--- config.mk ---
export PLATFORM = sky130hd
export DESIGN_NAME = tga_truecolor_stream_decoder_unit
export DESIGN_NICKNAME = d
export VERILOG_FILES = /design/src/tga_pkg.sv /design/src/tga_dec_core.sv /design/src/tga_out_ser.sv /design/src/tga_truecolor_stream_decoder_unit.sv
export SDC_FILE = /design/constraint.sdc
export NUM_CORES = 1
export LEC_CHECK = 0
export BUFFER_PORTS_ARGS = -buffer_cell sky130_fd_sc_hd__buf_2
export CELL_PAD_IN_SITES_DETAIL_PLACEMENT = 1
export CELL_PAD_IN_SITES_GLOBAL_PLACEMENT = 1
export CORE_UTILIZATION = 40
export CTS_CLUSTER_SIZE = 10
export DETAILED_ROUTE_END_ITERATION = 12
export GPL_TIMING_DRIVEN = 0
export PLACE_DENSITY_LB_ADDON = 0.3
export SYNTH_ARGS = -nofsm -noshare
export SYNTH_HDL_FRONTEND = slang
export SYNTH_HIERARCHICAL = 1
export SYNTH_SLANG_ARGS = --single-unit
--- constraint.sdc ---
create_clock -name clk -period 11 [get_ports clk]
set_input_delay 1.1 -clock clk [delete_from_list [all_inputs] [get_ports clk]]
set_output_delay 1.1 -clock clk [all_outputs]
set_load 0.05 [all_outputs]
--- src/tga_pkg.sv ---
// types and constants of the truecolor image stream decoder
package tga_pkg;

	typedef enum logic [1:0] {
		PH_HEADER = 2'd0,
		PH_PIXELS = 2'd1,
		PH_SKIP   = 2'd2
	} tga_phase_t;

	typedef enum logic [1:0] {
		KIND_HDR = 2'd0,
		KIND_PIX = 2'd1,
		KIND_ERR = 2'd2
	} tga_kind_t;

	typedef enum logic [1:0] {
		ERR_FIELD     = 2'd0,
		ERR_DEPTH     = 2'd1,
		ERR_TRUNC_HDR = 2'd2,
		ERR_TRUNC_PIX = 2'd3
	} tga_err_t;

	localparam logic [4:0] POS_TYPE   = 5'd2;
	localparam logic [4:0] POS_ZERO_E = 5'd8;
	localparam logic [4:0] POS_W_LO   = 5'd12;
	localparam logic [4:0] POS_W_HI   = 5'd13;
	localparam logic [4:0] POS_H_LO   = 5'd14;
	localparam logic [4:0] POS_H_HI   = 5'd15;
	localparam logic [4:0] POS_DEPTH  = 5'd16;
	localparam logic [4:0] POS_DESC   = 5'd17;

	localparam logic [7:0] TYPE_TRUECOLOR = 8'd2;
	localparam logic [4:0] DEPTH_RGB      = 5'd3;
	localparam logic [4:0] DEPTH_RGBA     = 5'd4;
	localparam logic [2:0] CH_RGB         = 3'd3;

	localparam int MAX_RES    = 3;
	localparam int OUT_DATA_W = 48;

	typedef struct packed {
		tga_kind_t   kind;
		logic [7:0]  pix;
		logic [15:0] w;
		logic [15:0] h;
		logic [2:0]  ch;
		tga_err_t    err;
		logic        iend;
	} tga_res_t;

	typedef struct packed {
		logic                  load;
		logic [1:0]            cnt;
		tga_res_t [MAX_RES-1:0] res;
	} tga_grp_t;

	function automatic tga_res_t tga_err_res(input tga_err_t code);
		tga_res_t r;
		r      = '0;
		r.kind = KIND_ERR;
		r.err  = code;
		return r;
	endfunction

	function automatic tga_res_t tga_pix_res(input logic [7:0] b, input logic [2:0] ch,
		input logic iend);
		tga_res_t r;
		r      = '0;
		r.kind = KIND_PIX;
		r.pix  = b;
		r.ch   = ch;
		r.iend = iend;
		return r;
	endfunction

endpackage

--- src/tga_dec_core.sv ---
// input register, decode state and per-byte result group
module tga_dec_core import tga_pkg::*; (
	input  logic       clk,
	input  logic       arst_n,
	input  logic       in_valid,
	output logic       in_ready,
	input  logic [7:0] in_byte,
	input  logic       in_end,
	input  logic       grp_free,
	output tga_grp_t   grp
);

	logic       valid_s1;
	logic [7:0] byte_s1;
	logic       end_s1;
	logic       take;

	tga_phase_t  phase_q, phase_d;
	logic [4:0]  hpos_q, hpos_d;
	logic [15:0] width_q, width_d;
	logic [15:0] height_q, height_d;
	logic        alpha_q, alpha_d;
	logic [15:0] col_q, col_d;
	logic [15:0] row_q, row_d;
	logic [1:0]  bip_q, bip_d;
	logic [7:0]  held0_q, held1_q;

	assign in_ready = !valid_s1 || grp_free;
	assign take     = valid_s1 && grp_free;

	always_ff @(posedge clk or negedge arst_n) begin
		if (!arst_n) begin
			valid_s1 <= 1'b0;
		end else if (in_ready) begin
			valid_s1 <= in_valid;
		end
	end

	always_ff @(posedge clk) begin
		if (in_valid && in_ready) begin
			byte_s1 <= in_byte;
			end_s1  <= in_end;
		end
	end

	always_comb begin
		logic [2:0]  ch;
		logic        bad;
		tga_err_t    bad_code;
		logic        empty;
		logic        completes;
		logic        last;
		logic [15:0] col_inc;
		logic [4:0]  q;

		phase_d  = phase_q;
		hpos_d   = hpos_q;
		width_d  = width_q;
		height_d = height_q;
		alpha_d  = alpha_q;
		col_d    = col_q;
		row_d    = row_q;
		bip_d    = bip_q;
		grp      = '0;
		grp.load = take;

		ch        = CH_RGB + {2'b0, alpha_q};
		bad       = 1'b0;
		bad_code  = ERR_FIELD;
		empty     = 1'b0;
		q         = byte_s1[7:3];
		completes = ({1'b0, bip_q} + 3'd1) == ch;
		last      = completes && ({1'b0, col_q} + 17'd1 == {1'b0, width_q})
			&& ({1'b0, row_q} + 17'd1 == {1'b0, height_q});
		col_inc   = col_q + 16'd1;

		case (phase_q)
			PH_HEADER: begin
				if (hpos_q == POS_TYPE) begin
					bad = (byte_s1 != TYPE_TRUECOLOR);
				end else if (hpos_q < POS_ZERO_E) begin
					bad = (byte_s1 != 8'd0);
				end else if (hpos_q == POS_W_LO) begin
					width_d = {width_q[15:8], byte_s1};
				end else if (hpos_q == POS_W_HI) begin
					width_d = {byte_s1, width_q[7:0]};
				end else if (hpos_q == POS_H_LO) begin
					height_d = {height_q[15:8], byte_s1};
				end else if (hpos_q == POS_H_HI) begin
					height_d = {byte_s1, height_q[7:0]};
				end else if (hpos_q == POS_DEPTH) begin
					if (q != DEPTH_RGB && q != DEPTH_RGBA) begin
						bad      = 1'b1;
						bad_code = ERR_DEPTH;
					end else begin
						alpha_d = (q == DEPTH_RGBA);
					end
				end

				if (bad) begin
					grp.cnt    = 2'd1;
					grp.res[0] = tga_err_res(bad_code);
					if (end_s1) begin
						phase_d = PH_HEADER;
						hpos_d  = '0;
					end else begin
						phase_d = PH_SKIP;
					end
				end else if (hpos_q >= POS_DESC) begin
					empty           = (width_q == 16'd0) || (height_q == 16'd0);
					grp.cnt         = 2'd1;
					grp.res[0].kind = KIND_HDR;
					grp.res[0].w    = width_q;
					grp.res[0].h    = height_q;
					grp.res[0].ch   = ch;
					grp.res[0].iend = empty;
					col_d           = '0;
					row_d           = '0;
					bip_d           = '0;
					if (empty) begin
						if (end_s1) begin
							phase_d = PH_HEADER;
							hpos_d  = '0;
						end else begin
							phase_d = PH_SKIP;
						end
					end else if (end_s1) begin
						grp.cnt    = 2'd2;
						grp.res[1] = tga_err_res(ERR_TRUNC_PIX);
						phase_d    = PH_HEADER;
						hpos_d     = '0;
					end else begin
						phase_d = PH_PIXELS;
					end
				end else begin
					hpos_d = hpos_q + 5'd1;
					if (end_s1) begin
						grp.cnt    = 2'd1;
						grp.res[0] = tga_err_res(ERR_TRUNC_HDR);
						phase_d    = PH_HEADER;
						hpos_d     = '0;
					end
				end
			end
			PH_PIXELS: begin
				if (end_s1 && !last) begin
					grp.cnt    = 2'd1;
					grp.res[0] = tga_err_res(ERR_TRUNC_PIX);
					phase_d    = PH_HEADER;
					hpos_d     = '0;
				end else begin
					case (bip_q)
						2'd0: bip_d = 2'd1;
						2'd1: bip_d = 2'd2;
						2'd2: begin
							grp.cnt    = 2'd3;
							grp.res[0] = tga_pix_res(byte_s1, ch, 1'b0);
							grp.res[1] = tga_pix_res(held1_q, ch, 1'b0);
							grp.res[2] = tga_pix_res(held0_q, ch, last && !alpha_q);
							bip_d      = 2'd3;
						end
						default: begin
							grp.cnt    = 2'd1;
							grp.res[0] = tga_pix_res(byte_s1, ch, last);
						end
					endcase
					if (completes) begin
						bip_d = '0;
						if (col_inc >= width_q) begin
							col_d = '0;
							row_d = row_q + 16'd1;
						end else begin
							col_d = col_inc;
						end
						if (last) begin
							if (end_s1) begin
								phase_d = PH_HEADER;
								hpos_d  = '0;
							end else begin
								phase_d = PH_SKIP;
							end
						end
					end
				end
			end
			default: begin
				if (end_s1) begin
					phase_d = PH_HEADER;
					hpos_d  = '0;
				end
			end
		endcase
	end

	always_ff @(posedge clk or negedge arst_n) begin
		if (!arst_n) begin
			phase_q  <= PH_HEADER;
			hpos_q   <= '0;
			width_q  <= '0;
			height_q <= '0;
			alpha_q  <= 1'b0;
			col_q    <= '0;
			row_q    <= '0;
			bip_q    <= '0;
		end else if (take) begin
			phase_q  <= phase_d;
			hpos_q   <= hpos_d;
			width_q  <= width_d;
			height_q <= height_d;
			alpha_q  <= alpha_d;
			col_q    <= col_d;
			row_q    <= row_d;
			bip_q    <= bip_d;
		end
	end

	function automatic logic last_hold();
		return (bip_d != bip_q) || (phase_d != PH_HEADER);
	endfunction

	// blue and green of the current pixel
	always_ff @(posedge clk) begin
		if (take && phase_q == PH_PIXELS && !(end_s1 && !last_hold())) begin
			if (bip_q == 2'd0) held0_q <= byte_s1;
			if (bip_q == 2'd1) held1_q <= byte_s1;
		end
	end

endmodule

--- src/tga_out_ser.sv ---
// result group register, drains one result beat per cycle while out_ready is high
module tga_out_ser import tga_pkg::*; (
	input  logic                  clk,
	input  logic                  arst_n,
	input  tga_grp_t              grp,
	output logic                  grp_free,
	output logic                  out_valid,
	input  logic                  out_ready,
	output logic [OUT_DATA_W-1:0] out_data,
	output logic [1:0]            out_user,
	output logic                  out_last
);

	tga_res_t   res_q [MAX_RES];
	logic [1:0] cnt_q;
	logic [1:0] idx_q;
	logic       fire;
	logic       done;
	tga_res_t   cur;

	assign cur       = res_q[idx_q];
	assign out_valid = (cnt_q != 2'd0);
	assign out_last  = (idx_q == cnt_q - 2'd1);
	assign fire      = out_valid && out_ready;
	assign done      = fire && out_last;
	assign grp_free  = !out_valid || done;
	assign out_user  = cur.kind;
	assign out_data  = {2'b0, cur.iend, cur.err, cur.ch, cur.h, cur.w, cur.pix};

	always_ff @(posedge clk or negedge arst_n) begin
		if (!arst_n) begin
			cnt_q <= '0;
			idx_q <= '0;
		end else if (grp.load) begin
			cnt_q <= grp.cnt;
			idx_q <= '0;
		end else if (done) begin
			cnt_q <= '0;
			idx_q <= '0;
		end else if (fire) begin
			idx_q <= idx_q + 2'd1;
		end
	end

	always_ff @(posedge clk) begin
		if (grp.load) begin
			for (int i = 0; i < MAX_RES; i++) begin
				res_q[i] <= grp.res[i];
			end
		end
	end

endmodule

--- src/tga_truecolor_stream_decoder_unit.sv ---
// top level of the truecolor image stream decoder
//
// s_axis carries one file byte per beat, tlast on the final byte of a file.
// m_axis carries results: tuser is the kind (header, pixel byte, error),
// tlast marks the last result caused by one input byte.
// the header is checked byte by byte; a good header gives one header beat
// with width, height and channel count. pixel bytes leave in R,G,B(,A)
// order: the three color beats of a pixel leave when its third byte arrives.
// after an error or a finished image, bytes are dropped up to tlast.
// throughput: one input byte per cycle while each byte gives at most one
// result and the receiver is ready; the third byte of a pixel gives three
// beats and holds the input, so the rate is set by the single output beat
// per cycle.
// an input register and a three-entry result group register sit between the
// two sides; a stalled receiver holds the group and stops input only once
// the input register is also full.
// reset returns the decoder to the start of a header with an empty pipeline.
module tga_truecolor_stream_decoder_unit import tga_pkg::*; (
	input  logic                  clk,
	input  logic                  arst_n,
	input  logic                  s_axis_tvalid,
	output logic                  s_axis_tready,
	input  logic [7:0]            s_axis_tdata,  // file_byte
	input  logic                  s_axis_tlast,
	output logic                  m_axis_tvalid,
	input  logic                  m_axis_tready,
	// pixel_value, image_width, image_height, channel_count, error_code, image_end
	output logic [OUT_DATA_W-1:0] m_axis_tdata,
	output logic [1:0]            m_axis_tuser,  // kind
	output logic                  m_axis_tlast
);

	tga_grp_t grp;
	logic     grp_free;

	tga_dec_core u_core (
		.clk      (clk),
		.arst_n   (arst_n),
		.in_valid (s_axis_tvalid),
		.in_ready (s_axis_tready),
		.in_byte  (s_axis_tdata),
		.in_end   (s_axis_tlast),
		.grp_free (grp_free),
		.grp      (grp)
	);

	tga_out_ser u_ser (
		.clk       (clk),
		.arst_n    (arst_n),
		.grp       (grp),
		.grp_free  (grp_free),
		.out_valid (m_axis_tvalid),
		.out_ready (m_axis_tready),
		.out_data  (m_axis_tdata),
		.out_user  (m_axis_tuser),
		.out_last  (m_axis_tlast)
	);

endmodule

==> impl_metrics.sql <==
INSERT INTO impl_metrics (metric_group, metric, value, unit) VALUES
('route', 'detail-route-antenna-nets', '0', ''),
('timing', 'setup_viol', '0', ''),
('clock_tree', 'post-cts-setup-buffer-count', '0', ''),
('synth', 'synth.cell_area', '0.0125', 'mm^2'),
('route', 'drc', '0', ''),
('global_routing', 'grt_antenna_before_repair', '0', ''),
('synth', 'synth_top_family_by_area', 'simple AND/OR/NAND/NOR gates', ''),
('place', 'dpl_worst_slack', '6.43', 'ns'),
('floorplanning', 'fp.dieW', '179', 'um'),
('worst_setup_path', 'critical_path.endpoint_type', 'flip-flop', ''),
('route', 'viasPerCell', '5.18', ''),
('floorplanning', 'initial_utilization', '40.8', '%'),
('synth', 'syn-instance-count', '1095', ''),
('worst_setup_path', 'worst_r2r_path_depth', '15', ''),
('clock_tree', 'cts_hold_buf', '0', ''),
('timing', 'timing.setup.tns', '0', 'ns'),
('power_and_ir_drop', 'worst_ir_drop_vdd', '0.114', 'mV'),
('timing', 'tightest_slew', '1.38', 'ns'),
('synth', 'synth-seq-area-share', '56.3', '%'),
('route', 'detail_route.first_pass.iterations', '5', ''),
('synth', 'synth_edf_count', '169', ''),
('global_routing', 'first_pass_grt_wire_length', '49400', 'um'),
('worst_setup_path', 'reg2reg_slack', '6.40', 'ns'),
('worst_setup_path', 'crit-reg2reg-capture', 'u_core/col_q[8]', ''),
('floorplanning', 'die_area', '0.0320', 'mm^2'),
('global_routing', 'grt_pass1_vias', '8891', ''),
('power_and_ir_drop', 'power_report.internal_total', '2.12', 'mW'),
('floorplanning', 'design.core.area', '0.0307', 'mm^2'),
('power_and_ir_drop', 'sequential_share_of_power', '40.4', '%'),
('route', 'vias', '8686', ''),
('worst_setup_path', 'critPathArrivalTime', '5.04', 'ns'),
('route', 'drc_violation_total_after_the_first_tritonroute_iteration', '559', ''),
('timing', 'finalCritPeriodShare', '41.8', '%'),
('timing', 'maxSlewViolCount', '0', ''),
('status', 'status', 'completed', ''),
('synth', 'ys_async_sr_fraction', '31.9', '%'),
('synth', 'synth_simple_gate_area_share', '14.6', '%'),
('worst_setup_path', 'worst_ep_required_time', '11.44', 'ns'),
('final_layout', 'post_layout_nonfiller_instances', '1676', ''),
('synth', 'synth_fa_ha_area_share', '2.90', '%'),
('route', 'drt-total-wl', '31300', 'um'),
('floorplanning', 'core.rowCount', '64', ''),
('clock_tree', 'cts-root-to-sink-buffers', '3', ''),
('synth', 'synthesized_area_per_cell', '11.4', 'um^2'),
('hold_path', 'hp-class', 'input port to async pin', ''),
('place', 'place_inst', '1624', ''),
('final_layout', 'areaGrowthSynthToFinish', '15.7', '%'),
('final_layout', 'multi_input_area', '0.00477', 'mm^2'),
('worst_setup_path', 'criticalPathCategory', 'flip-flop to flip-flop', ''),
('worst_setup_path', 'reg_to_reg_critical_path_startpoint', 'u_core/col_q[2]', ''),
('timing', 'finalHoldViolations', '0', ''),
('final_layout', 'n_antenna_cell', '0', ''),
('clock_tree', 'cts-buffers-inserted', '29', ''),
('timing', 'max_freq', '217', 'MHz'),
('worst_setup_path', 'critical_path.max_fanout', '10', ''),
('clock_tree', 'clkSinkCount', '248', ''),
('final_layout', 'register_area', '0.00705', 'mm^2'),
('place', 'io_buffers', '63', ''),
('synth', 'yosys_synthesis_warning_count', '6', ''),
('global_routing', 'grt_remaining_overflow', '0', ''),
('power_and_ir_drop', 'pwr-share-clk', '24.9', '%'),
('place', 'detailed_place_hpwl', '22500', 'um'),
('synth', 'yosys_register_bits', '248', ''),
('timing', 'period_needed', '4.60', 'ns'),
('timing', 'rsz0062_at_grt', 'false', ''),
('power_and_ir_drop', 'p_sw_share', '39.0', '%'),
('final_layout', 'num-nets-final', '1301', ''),
('power_and_ir_drop', 'relative_contribution_of_combinational_cells_to_total_power', '34.7', '%'),
('place', 'globalplace.congestion', '0.853', ''),
('clock_tree', 'post_cts_resized', '0', ''),
('synth', 'synth.distinct_cells', '72', '');
## metrics by stage
step	hold WS [ns]	instance area, um^2	power, mW	utilization, %
after floorplan	0.443	12800	2.30	-
after global placement	0.489	13600	2.60	44.3
after detailed placement	0.504	13700	2.64	44.5
after CTS	0.494	14500	3.51	47.3
after global routing	0.512	14500	3.64	47.3
final	0.498	14500	3.47	47.3
## layout make-up
type                       instances  area share (%)
buffer                           129            5.78
multi-input combinational        752            32.9
tap                              396            3.42
inverter                          34           0.881
sequential                       248            48.7
timing repair buffer              65            2.57
clock buffer                      52            5.81
## cells in the final DEF (no fill, tap or decap), types with 6 or more instances in the layout
cell type | netlist | final
sky130_fd_sc_hd__clkbuf_16 | 0 | 29
sky130_fd_sc_hd__buf_2 | 15 | 77
sky130_fd_sc_hd__xor2_1 | 12 | 12
sky130_fd_sc_hd__conb_1 | 2 | 70
sky130_fd_sc_hd__o21ai_0 | 48 | 48
sky130_fd_sc_hd__or3_1 | 8 | 8
sky130_fd_sc_hd__a21oi_1 | 13 | 13
sky130_fd_sc_hd__clkbuf_1 | 29 | 49
sky130_fd_sc_hd__o31ai_1 | 22 | 22
sky130_fd_sc_hd__buf_4 | 80 | 80
sky130_fd_sc_hd__inv_1 | 34 | 34
sky130_fd_sc_hd__mux2_2 | 22 | 22
sky130_fd_sc_hd__edfxtp_1 | 169 | 169
sky130_fd_sc_hd__nor4_1 | 18 | 18
sky130_fd_sc_hd__nor2_1 | 56 | 56
sky130_fd_sc_hd__a31oi_1 | 6 | 6
sky130_fd_sc_hd__nand2_1 | 118 | 118
sky130_fd_sc_hd__nand2b_1 | 11 | 11
sky130_fd_sc_hd__o21ai_1 | 52 | 52
sky130_fd_sc_hd__nor2b_1 | 9 | 9
sky130_fd_sc_hd__nand3_1 | 20 | 20
sky130_fd_sc_hd__nor3_1 | 18 | 18
sky130_fd_sc_hd__and2_1 | 48 | 48
sky130_fd_sc_hd__dfrtp_1 | 79 | 79
sky130_fd_sc_hd__ha_1 | 29 | 29
sky130_fd_sc_hd__and3_1 | 8 | 8
sky130_fd_sc_hd__nand4_1 | 9 | 9
sky130_fd_sc_hd__mux2i_1 | 53 | 53
sky130_fd_sc_hd__xnor2_1 | 28 | 28
## how the worst max path moves through the flow
stage,to,start,slack (ns)
CTS,u_core/col_q[8],u_core/col_q[2],6.39
floorplan,u_core/held0_q[0],u_core/col_q[2],7.55
detailed placement,u_core/col_q[3],u_core/col_q[0],6.43
global placement,u_core/col_q[8],u_core/col_q[0],6.48
finish,u_core/col_q[8],u_core/col_q[2],6.40
global route,u_core/col_q[3],u_core/col_q[2],5.95
## sequential cells by signal, indices dropped and copies added (netlist names), 5 cells and up
signal           cells
u_core/width_q      16
u_core/held0_q       8
u_core/row_q        16
u_ser/res_q        144
u_core/hpos_q        5
u_core/col_q        16
u_core/byte_s1       8
u_core/height_q     16
u_core/held1_q       8
## power by group through the flow
stage	Clock [mW]	Sequential (mW)	Combinational, mW
finish	0.864	1.40	1.20
CTS	0.890	1.41	1.22
global route	0.922	1.42	1.29
floorplan	0	1.39	0.910
detailed placement	0	1.42	1.21
global placement	0	1.42	1.18
## Yosys cell counts, types with 11 or more instances
master	n	area, um^2
sky130_fd_sc_hd__nand2_1	118	443
sky130_fd_sc_hd__buf_2	15	75.1
sky130_fd_sc_hd__nand2b_1	11	68.8
sky130_fd_sc_hd__nor4_1	18	113
sky130_fd_sc_hd__a21oi_1	13	65.1
sky130_fd_sc_hd__o31ai_1	22	165
sky130_fd_sc_hd__xnor2_1	28	245
sky130_fd_sc_hd__nor3_1	18	90.1
sky130_fd_sc_hd__o21ai_1	52	260
sky130_fd_sc_hd__and2_1	48	300
sky130_fd_sc_hd__mux2_2	22	248
sky130_fd_sc_hd__clkbuf_1	29	109
sky130_fd_sc_hd__mux2i_1	53	531
sky130_fd_sc_hd__nand3_1	20	100
sky130_fd_sc_hd__ha_1	29	363
sky130_fd_sc_hd__xor2_1	12	105
sky130_fd_sc_hd__buf_4	80	601
sky130_fd_sc_hd__inv_1	34	128
sky130_fd_sc_hd__dfrtp_1	79	1980
sky130_fd_sc_hd__nor2_1	56	210
sky130_fd_sc_hd__edfxtp_1	169	5070
sky130_fd_sc_hd__o21ai_0	48	240
## cell families after synthesis
kind of cell	Yosys count
AOI/OAI and AO/OA	181
xor gates and xnor gates	42
adders and majority gates	29
buffers and inverters	163
DFF	248
muxes	75
other	2
and+or+nand+nor	355
## layer usage
metal  up-vias  share of wire [%]  global-route usage, %
met5         -                  0                      0
li1       4120                  -                      -
met3        37                3.6                   2.10
met1      4379                 45                   26.7
met2       150                 50                   34.5
met4         0                1.5                   4.34
## critical path: stages (launching register included)
cell and delay, ns:
sky130_fd_sc_hd__dfrtp_1 0.46, sky130_fd_sc_hd__nand3_1 0.16, sky130_fd_sc_hd__nor2_1 0.25, sky130_fd_sc_hd__nand2_1 0.15
sky130_fd_sc_hd__or3_1 0.38, sky130_fd_sc_hd__xnor2_1 0.40, sky130_fd_sc_hd__ha_1 0.35, sky130_fd_sc_hd__a21oi_1 0.16
sky130_fd_sc_hd__o21ai_0 0.11, sky130_fd_sc_hd__nand3_1 0.10, sky130_fd_sc_hd__nand4b_1 0.11, sky130_fd_sc_hd__a21oi_1 0.63
sky130_fd_sc_hd__clkbuf_1 0.47, sky130_fd_sc_hd__clkbuf_1 0.48, sky130_fd_sc_hd__nand2_1 0.10, sky130_fd_sc_hd__o21ai_0 0.21
Note: power is estimated with default switching activity, not from simulation.
